## src/hdl/box_count_occupancy_core_defines.svh

```systemverilog
// Assertion macros used by the box counting core.
`ifndef BOX_COUNT_OCCUPANCY_CORE_DEFINES_SVH
`define BOX_COUNT_OCCUPANCY_CORE_DEFINES_SVH

// Same-cycle implication, checked outside reset.
`define BCO_ASSERT_IMP(label, clk, rstn, ante, cons, msg) \
    label: assert property (@(posedge clk) disable iff (!rstn) (ante) |-> (cons)) \
        else $error(msg);

// Next-cycle implication, checked outside reset.
`define BCO_ASSERT_NXT(label, clk, rstn, ante, cons, msg) \
    label: assert property (@(posedge clk) disable iff (!rstn) (ante) |=> (cons)) \
        else $error(msg);

`endif

```

## src/hdl/bco_pkg.sv

```systemverilog
package bco_pkg;

    localparam int MAX_WIDTH  = 1024;
    localparam int MAX_HEIGHT = 1024;
    localparam int NUM_SIZES  = 3;
    localparam int OUT_SIZES  = 3;

    localparam int CFG_W = 11;
    localparam int CNT_W = 21;
    localparam int COL_W = $clog2(MAX_WIDTH);
    localparam int ROW_W = $clog2(MAX_HEIGHT);
    localparam int DIM_W = (COL_W > ROW_W) ? COL_W : ROW_W;
    localparam int CMP_W = ((DIM_W > CFG_W) ? DIM_W : CFG_W) + 1;

    localparam int PIX_W   = 8;
    localparam int IN_W    = 2 * PIX_W;
    localparam int OUT_W   = 2 * OUT_SIZES * CNT_W;
    localparam int TDATA_W = ((OUT_W + 7) / 8) * 8;
    localparam int APB_AW  = 5;
    localparam int APB_DW  = 32;

    typedef enum logic [2:0] {
        REG_IMAGE_WIDTH  = 3'd0,
        REG_IMAGE_HEIGHT = 3'd1,
        REG_BOX_FIRST    = 3'd2,
        REG_BOX_SECOND   = 3'd3,
        REG_BOX_THIRD    = 3'd4
    } reg_idx_t;

    localparam logic [CFG_W-1:0] RST_IMAGE_WIDTH  = 11'd720;
    localparam logic [CFG_W-1:0] RST_IMAGE_HEIGHT = 11'd400;
    localparam logic [CFG_W-1:0] RST_BOX_FIRST    = 11'd3;
    localparam logic [CFG_W-1:0] RST_BOX_SECOND   = 11'd5;
    localparam logic [CFG_W-1:0] RST_BOX_THIRD    = 11'd51;

    typedef struct packed {
        logic [CFG_W-1:0] image_width;
        logic [CFG_W-1:0] image_height;
        logic [OUT_SIZES-1:0][CFG_W-1:0] box_size;
    } cfg_t;

    // Per-pixel control handed to every box grid.
    typedef struct packed {
        logic fire;
        logic restart;
        logic mark;
        logic last_col;
        logic last_row;
    } step_t;

    // Zero reads as one; anything above the limit saturates.
    function automatic logic [COL_W:0] clamp_width(logic [CFG_W-1:0] v);
        logic [COL_W:0] r;
        if (v == '0) begin
            r = (COL_W+1)'(1);
        end else if (int'(v) > MAX_WIDTH) begin
            r = (COL_W+1)'(MAX_WIDTH);
        end else begin
            r = (COL_W+1)'(v);
        end
        return r;
    endfunction

    function automatic logic [ROW_W:0] clamp_height(logic [CFG_W-1:0] v);
        logic [ROW_W:0] r;
        if (v == '0) begin
            r = (ROW_W+1)'(1);
        end else if (int'(v) > MAX_HEIGHT) begin
            r = (ROW_W+1)'(MAX_HEIGHT);
        end else begin
            r = (ROW_W+1)'(v);
        end
        return r;
    endfunction

endpackage

```

## src/hdl/bco_regs.sv

```systemverilog
module bco_regs (
    input  logic                         aclk,
    input  logic                         aresetn,
    input  logic                         psel,
    input  logic                         penable,
    input  logic                         pwrite,
    input  logic [bco_pkg::APB_AW-1:0]   paddr,
    input  logic [bco_pkg::APB_DW-1:0]   pwdata,
    output logic [bco_pkg::APB_DW-1:0]   prdata,
    output logic                         pready,
    output bco_pkg::cfg_t                cfg,
    output logic                         cfg_wr
);

    bco_pkg::cfg_t     cfg_reg;
    bco_pkg::cfg_t     cfg_next;
    bco_pkg::reg_idx_t idx;
    logic              wr_en;
    logic [bco_pkg::CFG_W-1:0] wval;
    logic [bco_pkg::CFG_W-1:0] rval;

    assign pready = 1'b1;
    assign idx    = bco_pkg::reg_idx_t'(paddr[4:2]);
    assign wr_en  = psel && penable && pwrite && pready;
    assign wval   = pwdata[bco_pkg::CFG_W-1:0];

    always_comb begin
        cfg_next = cfg_reg;
        cfg_wr   = 1'b0;
        if (wr_en) begin
            cfg_wr = 1'b1;
            case (idx)
                bco_pkg::REG_IMAGE_WIDTH:  cfg_next.image_width  = wval;
                bco_pkg::REG_IMAGE_HEIGHT: cfg_next.image_height = wval;
                bco_pkg::REG_BOX_FIRST:    cfg_next.box_size[0]  = wval;
                bco_pkg::REG_BOX_SECOND:   cfg_next.box_size[1]  = wval;
                bco_pkg::REG_BOX_THIRD:    cfg_next.box_size[2]  = wval;
                default:                   cfg_wr = 1'b0;
            endcase
        end
    end

    always_comb begin
        case (idx)
            bco_pkg::REG_IMAGE_WIDTH:  rval = cfg_reg.image_width;
            bco_pkg::REG_IMAGE_HEIGHT: rval = cfg_reg.image_height;
            bco_pkg::REG_BOX_FIRST:    rval = cfg_reg.box_size[0];
            bco_pkg::REG_BOX_SECOND:   rval = cfg_reg.box_size[1];
            bco_pkg::REG_BOX_THIRD:    rval = cfg_reg.box_size[2];
            default:                   rval = '0;
        endcase
    end

    assign prdata = bco_pkg::APB_DW'(rval);
    assign cfg    = cfg_reg;

    always_ff @(posedge aclk) begin
        if (!aresetn) begin
            cfg_reg.image_width  <= bco_pkg::RST_IMAGE_WIDTH;
            cfg_reg.image_height <= bco_pkg::RST_IMAGE_HEIGHT;
            cfg_reg.box_size[0]  <= bco_pkg::RST_BOX_FIRST;
            cfg_reg.box_size[1]  <= bco_pkg::RST_BOX_SECOND;
            cfg_reg.box_size[2]  <= bco_pkg::RST_BOX_THIRD;
        end else begin
            cfg_reg <= cfg_next;
        end
    end

endmodule

```

## config.mk

```make
export PLATFORM = sky130hd
export DESIGN_NAME = bco_regs
export DESIGN_NICKNAME = d
export VERILOG_FILES = /design/src/hdl/box_count_occupancy_core_defines.svh /design/src/hdl/bco_pkg.sv /design/src/hdl/bco_regs.sv
export SDC_FILE = /design/constraint.sdc
export NUM_CORES = 1
export LEC_CHECK = 0
export BUFFER_PORTS_ARGS = -buffer_cell sky130_fd_sc_hd__buf_2
export CAP_MARGIN = 10
export CORE_MARGIN = 2
export CORE_UTILIZATION = 46
export CTS_CLUSTER_SIZE = 24
export DETAILED_ROUTE_END_ITERATION = 12
export PLACE_DENSITY = 0.79
export SETUP_SLACK_MARGIN = 0.1
export SLEW_MARGIN = 20
export SYNTH_ARGS = -nofsm -noshare
export SYNTH_HDL_FRONTEND = slang
export SYNTH_SLANG_ARGS = --single-unit
```

## constraint.sdc

```tcl
create_clock -name aclk -period 1.35 [get_ports aclk]
set_input_delay 0.135 -clock aclk [delete_from_list [all_inputs] [get_ports aclk]]
set_output_delay 0.135 -clock aclk [all_outputs]
set_load 0.02 [all_outputs]
```

==> run_results.csv <==
group,metric,value,unit
setup_path,r2r_start,"cfg[1]$_SDFFE_PN1P_",
final_layout,multiInputGateArea,1570,sq um
die,rows,28,
pwr,seq_power_share,52.1,%
setup_path,path_max_fanout,3,
timing,layout_setup_ws,-0.0900,ns
synth,ys_seq_area_share,40.0,%
min_path,hold_start,"pwdata[9]",
placement,port_buffers,85,
routing,wl_per_cell,16.4,um
cts,cts_tree,"built",
synth,synth_cell_type_count,34,
setup_path,startpoint_type,"flip-flop",
timing,finalCriticalPeriod,1.44,ns
placement,hpwlAfterDp,5.46,mm
pwr,power.switching,0.858,mW
routing,vias_per_cell,5.34,
timing,finalCritPeriodShare,107,%
final_layout,fin_area,3830,sq um
synth,synth-simple-area-share,15.8,%
synth,synth_area_leaders,"dfxtp_1, mux2i_1, nand2_1",
routing,drt_pass1_iterations,4,
placement,dp_cells,465,
setup_path,crit_buf_inv,1,
timing,hold_viol_final,0,
synth,synth_compound_area_share,11.5,%
die,num_io_pins,131,
pwr,p_leak,1.84,nW
die,die_y,81.3,um
final_layout,largest_register_ff_count,55,
synth,yosys.area_share.adder,0,%
cts,cts_sinks,55,
final_layout,drive_above_1_share,48.6,%
run_status,failed_checks,"negative setup slack",
timing,hold_ws,0.0819,ns
grt,grt.total_usage,24.8,%
pwr,clkPwrFrac,31.9,%
timing,slew_viol_final,0,
cts,numCtsBuffers,5,
final_layout,seqCellArea,1130,sq um
die,core,5850,sq um
grt,grt_max_degree,46,
final_layout,nets,457,
die,initial_core_util,47.0,%
setup_path,max_stage_delay,0.34,ns
final_layout,antenna_cells,0,
die,die_area,6620,sq um
synth,yosysTopAreaCell,"dfxtp_1",
run,max_cap_violations,0,
setup_path,criticalPathCategory,"reg -> out",
synth,ys_warn_count,0,
routing,wirelength,8.04,mm
synth,synth.top_cell.area_share,40.0,%
timing,fin_skew,0,ns
final_layout,fillCellCount,481,
pwr,peakVddDrop,520,uV
setup_path,path_cells,"mux2_4 > a22oi_2 > o22ai_2 > buf_6",
setup_path,slowest_stage,"dfxtp_2",
synth,synth_xor_area_share,0,%
synth,syn_area_per_cell,9.26,sq um
synth,synth_area,2750,sq um
cts,htree_levels,2,
pwr,comb_power_share,15.9,%
timing,grt_setup_unrepaired,"yes",
final_layout,layoutNonFillerInstCount,491,
run_status,status,"complete, but fails checks",
min_path,min_path_type,"in -> reg",
synth,synth_seq_cells,55,
setup_path,crit_path_start,"cfg[3]$_SDFFE_PN0P_",
placement,placed_area,3420,sq um
routing,drt_iter0_drc,145,
grt,grt_pass1_wl,12.4,mm
cts,clk_latency,0.31,ns
setup_path,cp.arrival,1.31,ns
grt,overflow,0,
synth,muxShareOfSynthArea,21.6,%
placement,gp_congestion,0.864,
synth,synth_most_common_cell,"dfxtp_1",
timing,fmax,694,MHz
grt,grt_pass1_vias,2532,
pwr,intPower,2.30,mW
routing,vias,2623,
synth,synth_top_family_by_area,"multiplexers",
synth,synth_top_flop_cell,"dfxtp_1",
pwr,powerDensity,823,nW/um^2
die,dieWidth,81.3,um
timing,setup_viol,11,
grt,antenna_found_initial,0,
setup_path,cp_top_family,"flip-flops",
synth,synthCells,297,
routing,drtAntennaViolNets,0,
cts,clockBufferDepth,2,
routing,drc,0,
setup_path,required,1.22,ns
cts,clkTransAtPathRegs,0.10,ns
setup_path,end_kind,"primary output",
pwr,swShare,27.2,%
synth,async_flop_share,0,%
cts,root_buffer,"clkbuf_8",
final_layout,area_growth,39.3,%
synth,yosys-top-cells-count,"dfxtp_1, nand2_1, mux2i_1",
synth,synth_edf_count,0,
==> final timing paths <==
kind                               end  slack [ns]  cells after the start
setup / recovery             prdata[3]       -0.09                      4
hold / removal    cfg[53]$_SDFFE_PN1P_        0.08                      3
setup reg to reg   cfg[1]$_SDFFE_PN1P_        0.48                      4
hold reg to reg   cfg[16]$_SDFFE_PN0P_        0.47                      2
==> cells in the final DEF (no fill, tap or decap), drive strengths merged, types with 11 or more instances in the layout <==
cell type	instances
conb	22
nor2b	13
mux2i	47
nand2	53
dfxtp	55
mux2	11
o22ai	11
buf	134
a22oi	20
==> power groups by stage <==
| stage | Clock (mW) | Combinational (mW) | Sequential, mW |
|---|---|---|---|
| 5_1_grt | 1.08 | 0.536 | 1.65 |
| 2_1_floorplan | 0 | 0.316 | 1.70 |
| 3_5_place_dp | 0 | 0.450 | 1.68 |
| 6_report | 1.01 | 0.502 | 1.65 |
| 4_1_cts | 1.02 | 0.493 | 1.64 |
| 3_3_place_gp | 0 | 0.443 | 1.68 |
==> routing by layer <==
metal  routed length [um]  global-route usage, %  vias up
met5                    0                      0        -
met4                  147                   9.32        0
met3                  691                   5.00       14
met2                 3830                   41.0      138
met1                 3370                   31.8     1248
li1                     -                      -     1223
==> cell families (layout without fill, tap and decap cells) <==
family | Yosys count | after routing
AO/OA/AOI/OAI | 46 | 46
buffers and inverters | 52 | 151
flip-flops | 55 | 55
multiplexers | 58 | 58
other | 2 | 22
AND/OR/NAND/NOR | 84 | 84
==> worst min-delay path, cell delays in order <==
cell	delay (ns)
buf_2	0.09
nand3_1	0.06
o211ai_1	0.08
==> stage by stage <==
stage | power, mW | TNS [ns] | setup slack (ns) | utilization (%)
final | 3.16 | -0.686 | -0.0900 | 65.5
after floorplan | 2.01 | 0 | 0.0261 | -
after global placement | 2.12 | -0.0113 | -0.00577 | 58.5
after global routing | 3.26 | -1.15 | -0.128 | 65.5
after CTS | 3.16 | -0.675 | -0.0974 | 65.2
after detailed placement | 2.13 | -0.233 | -0.0677 | 58.5
==> timing repair <==
item                                    CTS  global route
pin swaps                                13             2
endpoints found under the setup margin   11            11
resized for setup                        59             3
buffers inserted                         17             1
hold buffers                              0             0
==> cell type report <==
class / instances / share of cell area [%]
clock buffer: 8 / 2.61
inverter: 9 / 0.881
multi-input combinational: 210 / 41.0
sequential: 55 / 29.4
tap: 75 / 2.45
timing repair buffer: 134 / 23.6
(Power assumes the default switching activity.)
