## src/hdl/box_count_occupancy_core_defines.svh

```systemverilog
// Assertion macros used by the box counting core.
`ifndef BOX_COUNT_OCCUPANCY_CORE_DEFINES_SVH
`define BOX_COUNT_OCCUPANCY_CORE_DEFINES_SVH

// Same-cycle implication, checked outside reset.
`define BCO_ASSERT_IMP(label, clk, rstn, ante, cons, msg) \
    label: assert property (@(posedge clk) disable iff (!rstn) (ante) |-> (cons)) \
        else $error(msg);

// Next-cycle implication, checked outside reset.
`define BCO_ASSERT_NXT(label, clk, rstn, ante, cons, msg) \
    label: assert property (@(posedge clk) disable iff (!rstn) (ante) |=> (cons)) \
        else $error(msg);

`endif

```

## src/hdl/bco_pkg.sv

```systemverilog
package bco_pkg;

    localparam int MAX_WIDTH  = 1024;
    localparam int MAX_HEIGHT = 1024;
    localparam int NUM_SIZES  = 3;
    localparam int OUT_SIZES  = 3;

    localparam int CFG_W = 11;
    localparam int CNT_W = 21;
    localparam int COL_W = $clog2(MAX_WIDTH);
    localparam int ROW_W = $clog2(MAX_HEIGHT);
    localparam int DIM_W = (COL_W > ROW_W) ? COL_W : ROW_W;
    localparam int CMP_W = ((DIM_W > CFG_W) ? DIM_W : CFG_W) + 1;

    localparam int PIX_W   = 8;
    localparam int IN_W    = 2 * PIX_W;
    localparam int OUT_W   = 2 * OUT_SIZES * CNT_W;
    localparam int TDATA_W = ((OUT_W + 7) / 8) * 8;
    localparam int APB_AW  = 5;
    localparam int APB_DW  = 32;

    typedef enum logic [2:0] {
        REG_IMAGE_WIDTH  = 3'd0,
        REG_IMAGE_HEIGHT = 3'd1,
        REG_BOX_FIRST    = 3'd2,
        REG_BOX_SECOND   = 3'd3,
        REG_BOX_THIRD    = 3'd4
    } reg_idx_t;

    localparam logic [CFG_W-1:0] RST_IMAGE_WIDTH  = 11'd720;
    localparam logic [CFG_W-1:0] RST_IMAGE_HEIGHT = 11'd400;
    localparam logic [CFG_W-1:0] RST_BOX_FIRST    = 11'd3;
    localparam logic [CFG_W-1:0] RST_BOX_SECOND   = 11'd5;
    localparam logic [CFG_W-1:0] RST_BOX_THIRD    = 11'd51;

    typedef struct packed {
        logic [CFG_W-1:0] image_width;
        logic [CFG_W-1:0] image_height;
        logic [OUT_SIZES-1:0][CFG_W-1:0] box_size;
    } cfg_t;

    // Per-pixel control handed to every box grid.
    typedef struct packed {
        logic fire;
        logic restart;
        logic mark;
        logic last_col;
        logic last_row;
    } step_t;

    // Zero reads as one; anything above the limit saturates.
    function automatic logic [COL_W:0] clamp_width(logic [CFG_W-1:0] v);
        logic [COL_W:0] r;
        if (v == '0) begin
            r = (COL_W+1)'(1);
        end else if (int'(v) > MAX_WIDTH) begin
            r = (COL_W+1)'(MAX_WIDTH);
        end else begin
            r = (COL_W+1)'(v);
        end
        return r;
    endfunction

    function automatic logic [ROW_W:0] clamp_height(logic [CFG_W-1:0] v);
        logic [ROW_W:0] r;
        if (v == '0) begin
            r = (ROW_W+1)'(1);
        end else if (int'(v) > MAX_HEIGHT) begin
            r = (ROW_W+1)'(MAX_HEIGHT);
        end else begin
            r = (ROW_W+1)'(v);
        end
        return r;
    endfunction

endpackage

```

## src/hdl/bco_ram.sv

```systemverilog
module bco_ram #(
    parameter int WIDTH = 1,
    parameter int DEPTH = 1024
) (
    input  logic                     aclk,
    input  logic                     we,
    input  logic [$clog2(DEPTH)-1:0] waddr,
    input  logic [WIDTH-1:0]         wdata,
    input  logic [$clog2(DEPTH)-1:0] raddr,
    output logic [WIDTH-1:0]         rdata
);

    logic [WIDTH-1:0] mem [DEPTH];

    always_ff @(posedge aclk) begin
        if (we) begin
            mem[waddr] <= wdata;
        end
        rdata <= mem[raddr];
    end

endmodule

```

## src/hdl/bco_grid.sv

```systemverilog
module bco_grid (
    input  logic                        aclk,
    input  logic                        aresetn,
    input  bco_pkg::step_t              step,
    input  logic [bco_pkg::CFG_W-1:0]   box_size,
    output logic [bco_pkg::CNT_W-1:0]   occupied_upd,
    output logic [bco_pkg::CNT_W-1:0]   total_upd
);

    localparam int COL_W = bco_pkg::COL_W;
    localparam int ROW_W = bco_pkg::ROW_W;
    localparam int CMP_W = bco_pkg::CMP_W;
    localparam int CNT_W = bco_pkg::CNT_W;

    logic [COL_W-1:0] col_off_reg, col_off_next;
    logic [ROW_W-1:0] row_off_reg, row_off_next;
    logic [COL_W-1:0] bcol_reg, bcol_next;
    logic             acc_reg, acc_next;
    logic [CNT_W-1:0] occ_reg, occ_next;
    logic [CNT_W-1:0] tot_reg, tot_next;
    logic             hit_reg, hit_next;
    logic             hit_data_reg;

    logic [CMP_W-1:0] size_eff;
    logic             end_c;
    logic             end_r;
    logic             box_done;
    logic             ram_rdata;
    logic             band_flag;
    logic             flag;
    logic             we;

    assign size_eff = (box_size == '0) ? CMP_W'(1) : CMP_W'(box_size);
    assign end_c    = (CMP_W'(col_off_reg) + CMP_W'(1) >= size_eff) || step.last_col;
    assign end_r    = (CMP_W'(row_off_reg) + CMP_W'(1) >= size_eff) || step.last_row;
    assign box_done = end_c && end_r;

    // The band flag of the current box column; a write in the previous cycle
    // to the address now being read is forwarded around the memory.
    assign band_flag = hit_reg ? hit_data_reg : ram_rdata;

    always_comb begin
        if (col_off_reg != '0) begin
            flag = acc_reg | step.mark;
        end else if (row_off_reg != '0) begin
            flag = band_flag | step.mark;
        end else begin
            flag = step.mark;
        end
    end

    assign occupied_upd = occ_reg + CNT_W'(box_done && flag);
    assign total_upd    = tot_reg + CNT_W'(box_done);

    always_comb begin
        col_off_next = col_off_reg;
        row_off_next = row_off_reg;
        bcol_next    = bcol_reg;
        acc_next     = acc_reg;
        occ_next     = occ_reg;
        tot_next     = tot_reg;
        if (step.fire) begin
            acc_next = flag;
            occ_next = occupied_upd;
            tot_next = total_upd;
            if (end_c) begin
                col_off_next = '0;
                bcol_next    = step.last_col ? '0 : bcol_reg + COL_W'(1);
            end else begin
                col_off_next = col_off_reg + COL_W'(1);
            end
            if (step.last_col) begin
                row_off_next = end_r ? '0 : row_off_reg + ROW_W'(1);
            end
        end
        if (step.restart) begin
            col_off_next = '0;
            row_off_next = '0;
            bcol_next    = '0;
            occ_next     = '0;
            tot_next     = '0;
        end
    end

    assign we       = step.fire && end_c;
    assign hit_next = we && (bcol_reg == bcol_next);

    bco_ram #(
        .WIDTH (1),
        .DEPTH (bco_pkg::MAX_WIDTH)
    ) u_band (
        .aclk  (aclk),
        .we    (we),
        .waddr (bcol_reg),
        .wdata (flag),
        .raddr (bcol_next),
        .rdata (ram_rdata)
    );

    always_ff @(posedge aclk) begin
        if (!aresetn) begin
            col_off_reg <= '0;
            row_off_reg <= '0;
            bcol_reg    <= '0;
            acc_reg     <= 1'b0;
            occ_reg     <= '0;
            tot_reg     <= '0;
            hit_reg     <= 1'b0;
        end else begin
            col_off_reg <= col_off_next;
            row_off_reg <= row_off_next;
            bcol_reg    <= bcol_next;
            acc_reg     <= acc_next;
            occ_reg     <= occ_next;
            tot_reg     <= tot_next;
            hit_reg     <= hit_next;
        end
    end

    always_ff @(posedge aclk) begin
        hit_data_reg <= flag;
    end

endmodule

```

## config.mk

```make
export PLATFORM = sky130hd
export DESIGN_NAME = bco_grid
export DESIGN_NICKNAME = d
export VERILOG_FILES = /design/src/hdl/box_count_occupancy_core_defines.svh /design/src/hdl/bco_pkg.sv /design/src/hdl/bco_ram.sv /design/src/hdl/bco_grid.sv
export SDC_FILE = /design/constraint.sdc
export NUM_CORES = 2
export LEC_CHECK = 0
export BUFFER_PORTS_ARGS = -buffer_cell sky130_fd_sc_hd__buf_2
export CAP_MARGIN = 10
export CORE_UTILIZATION = 35
export CTS_BUF_LIST = sky130_fd_sc_hd__clkbuf_4 sky130_fd_sc_hd__clkbuf_8 sky130_fd_sc_hd__clkbuf_16
export CTS_CLUSTER_DIAMETER = 60
export DETAILED_ROUTE_END_ITERATION = 7
export PLACE_DENSITY_LB_ADDON = 0.15
export SYNTH_ARGS = -nofsm -noshare
export SYNTH_HDL_FRONTEND = slang
export SYNTH_SLANG_ARGS = --single-unit
```

## constraint.sdc

```tcl
create_clock -name aclk -period 35.7 [get_ports aclk]
set_input_delay 1.785 -clock aclk [delete_from_list [all_inputs] [get_ports aclk]]
set_output_delay 1.785 -clock aclk [all_outputs]
set_load 0.05 [all_outputs]
```

==> results.md <==
* Port Buffer Count at 59
* Router iterations before antenna repair at 7
* I/O Pins at 60
* Via-to-Cell Ratio at 5.54
* Required time of the worst setup path at 33.91 ns
* CTS H-Tree Depth at 4
* Post-synthesis net count at 4,678
* Commonest cells after routing, fill and taps aside: 1,123 x sky130_fd_sc_hd__nor2_1, 1,024 x sky130_fd_sc_hd__edfxtp_1, 721 x sky130_fd_sc_hd__nand2_1
* Hold Buf Count CTS at 0
* Max Clk Rate at 106 MHz
* Stage delay of the slowest cell on the critical path at 0.50 ns
* Max-slew violation total from the final report at 0
* TritonCTS clock tree: built
* Weighted congestion reported at the end of routability-driven placement at 0.825
* Final-layout setup total negative slack at 0 ns
* Height of the chip at 380 um
* Number of standard cells after synthesis at 4,626
* Unique cell type count in the Yosys netlist at 83
* Share of the yosys chip area belonging to registers at 0.644
* Maximum Capacitance Violations at 0
* Cell Area, Synth at 50,100 um2
* Resize count post-CTS at 0
* Data arrival time of the worst path at 7.65 ns
* Clock buffer depth at 3
* R2R Path End: u_band.rdata
* Flops & latches, synth at 1,100
* Area of the multi-input gates at 16,400 um2
* Fin worst setup slack at 26.26 ns
* DRC violation count after routing at 0
* Hold endpoint: acc_reg
* Main flop type after synthesis: sky130_fd_sc_hd__edfxtp_1
* Final setup violation count at 0
* Fraction of registers with async set or reset after synthesis at 0
* Area added between synthesis and finish at 13.0%
* Combined global-route utilization of all metal layers at 0.232
* Fraction of final layout cells sized beyond drive strength 1 at 0.104
* IR drop worst, VDD at 51.5 uV
* Sequential cell area at 32,300 um2
* Overflow left after global routing at 0
* Fin crit period at 9.44 ns
* Final-report hold violation count at 0
* Largest net degree at the start of global routing at 271
* Number of antenna violations at the first check in global routing at 3
* Net total in the final layout at 4,597
* Hold Startpoint: acc_reg
* Detailed Place HPWL at 91,600 um
* WL final at 171,000 um
* Starting Density at 0.353
* First-pass GRT wire length at 245,000 um
* Worst skew pair latency at 0.79 ns
* Tightest Pin Transition at 1.24 ns
* Die span in x at 380 um
* Average wire per cell in the routed design at 26.1 um
* Worst slew slack as a fraction of its limit at 0.170
* DR iter-0 viols at 4,143
* Type of element launching the critical path: input pin
* Worst slack after detailed placement at 26.26 ns
* Synth Warn # at 0
* Number of enable flip-flop cells after synthesis at 1,024
* Via count of the first global-routing pass at 34.2k
* Status: completed
* Rows at 138
* Standby leakage power at 18.3 nW
* Met2 wire len at 79,600 um
* Kind of critical path: in -> out
* Post-CTS repair timing setup buffer count at 0
* Worst reg-to-reg path cell count at 21
* Top layer reached by signal wires: met4
* Hold path cells at 1
* Critical path's most frequent cell: sky130_fd_sc_hd__o21a_1
* Total chip power at 0.00279 W
* Clock tree skew after final layout at 0.0453 ns
* Area enclosed by the die boundary at 145,000 um2
* Average instance area after synthesis at 10.8 um2
* Standard cell core area at 142,000 um2
* CP max FO at 9
* Tightest Hold Check Type: reg -> reg
* R2R Setup Slk at 28.02 ns
* RSZ-0062 raised after global routing: false
* CTS root buf: sky130_fd_sc_hd__clkbuf_16
* Clock transition at the registers of the reported paths at 0.05 ns
* Category of the worst setup path capture point: output pin
* Period utilisation layout at 0.264
* Fraction of the core area covered by cells at the end of the flow at 0.400
* Amount of wire on met3 after detailed routing at 11,700 um
* Slowest library cell on the worst path: sky130_fd_sc_hd__nor2_1
* R2R Path Start: col_off_reg[0]
* Most common cell after layout, fill and taps aside: sky130_fd_sc_hd__nor2_1
* Clock net sink count at 1,100
* DRT antenna net count at 0
* Wire length the detailed router placed on met1 at 74,900 um
* Vias post-DR at 36.2k
* Clock buffer count from CTS at 132
* Flip-flop count of the largest register after layout at 1,024
* Total power per unit cell area at 49.2 nW/um2
* Count of filler cells inserted in the layout at 13.9k
report_power, final:
| part | internal, W | switching, W | total (W) |
|---|---|---|---|
| registers | 0.00141 | 0.000000287 | 0.00141 |
| clock network | 0.000785 | 0.000549 | 0.00133 |
| logic | 0.00000513 | 0.0000329 | 0.0000381 |
| total | 0.00220 | 0.000583 | 0.00279 |
worst max-delay path: cells and delay by family:
kind	cells	cell delay (ns)
buf+inv	2	0.38
fa+ha+maj	3	0.63
simple gates	13	2.93
xor+xnor	1	0.11
compound gates	10	1.79
kinds of logic after synthesis:
group	after synthesis	share of synthesized area
compound gates	461	0.0635
xor+xnor	103	0.0180
fa+ha+maj	34	0.00849
buf+inv	414	0.0343
flops	1100	0.644
mux	156	0.0361
simple gates	2358	0.196
per-stage QoR:
step	hold slack [ns]	area (um2)	std cells
floorplan	0.455	50100	4626
global placement	0.467	52300	6296
detailed placement	0.474	52300	6296
CTS	0.486	56500	6529
global route	0.513	56600	6534
finish	0.484	56600	6535
worst max path at each step:
stage | startpoint | to | slack [ns] | depth (start not counted)
after floorplan | step[2] | u_band.mem[0] | 20.41 | 2
after global placement | box_size[7] | total_upd[20] | 26.33 | 29
after detailed placement | box_size[7] | occupied_upd[20] | 26.26 | 29
after CTS | box_size[7] | occupied_upd[20] | 26.25 | 29
after global routing | box_size[7] | occupied_upd[20] | 25.89 | 29
final | box_size[7] | occupied_upd[20] | 26.26 | 29
synthesized netlist by cell type, drive strengths merged (37+ instances only):
library cell | count | area [um2]
xor2 | 82 | 718
dfxtp | 76 | 1520
mux2i | 133 | 1340
clkbuf | 270 | 1010
nand3 | 237 | 1190
nand2 | 742 | 2790
o21ai | 37 | 200
and3 | 72 | 450
nor2 | 1128 | 4240
edfxtp | 1024 | 30700
buf | 120 | 616
nand4 | 68 | 440
a22oi | 40 | 300
a21oi | 173 | 888
final cells by class:
cell class                      count  area share
Sequential cell                  1100       0.570
Multi-Input combinational cell   3112       0.289
Clock buffer                      172      0.0649
Tap cell                         1890      0.0418
Timing Repair Buffer              175      0.0224
Clock inverter                     61      0.0102
Inverter                           24     0.00172
Antenna cell                        1   0.0000442
routing by layer:
layer  global-route usage  vias up
met2                0.373     1349
met5                    0        -
met1                0.323    18500
met3               0.0326      237
met4               0.0725        0
li1                     -    16100
(Power assumes the default switching activity.)
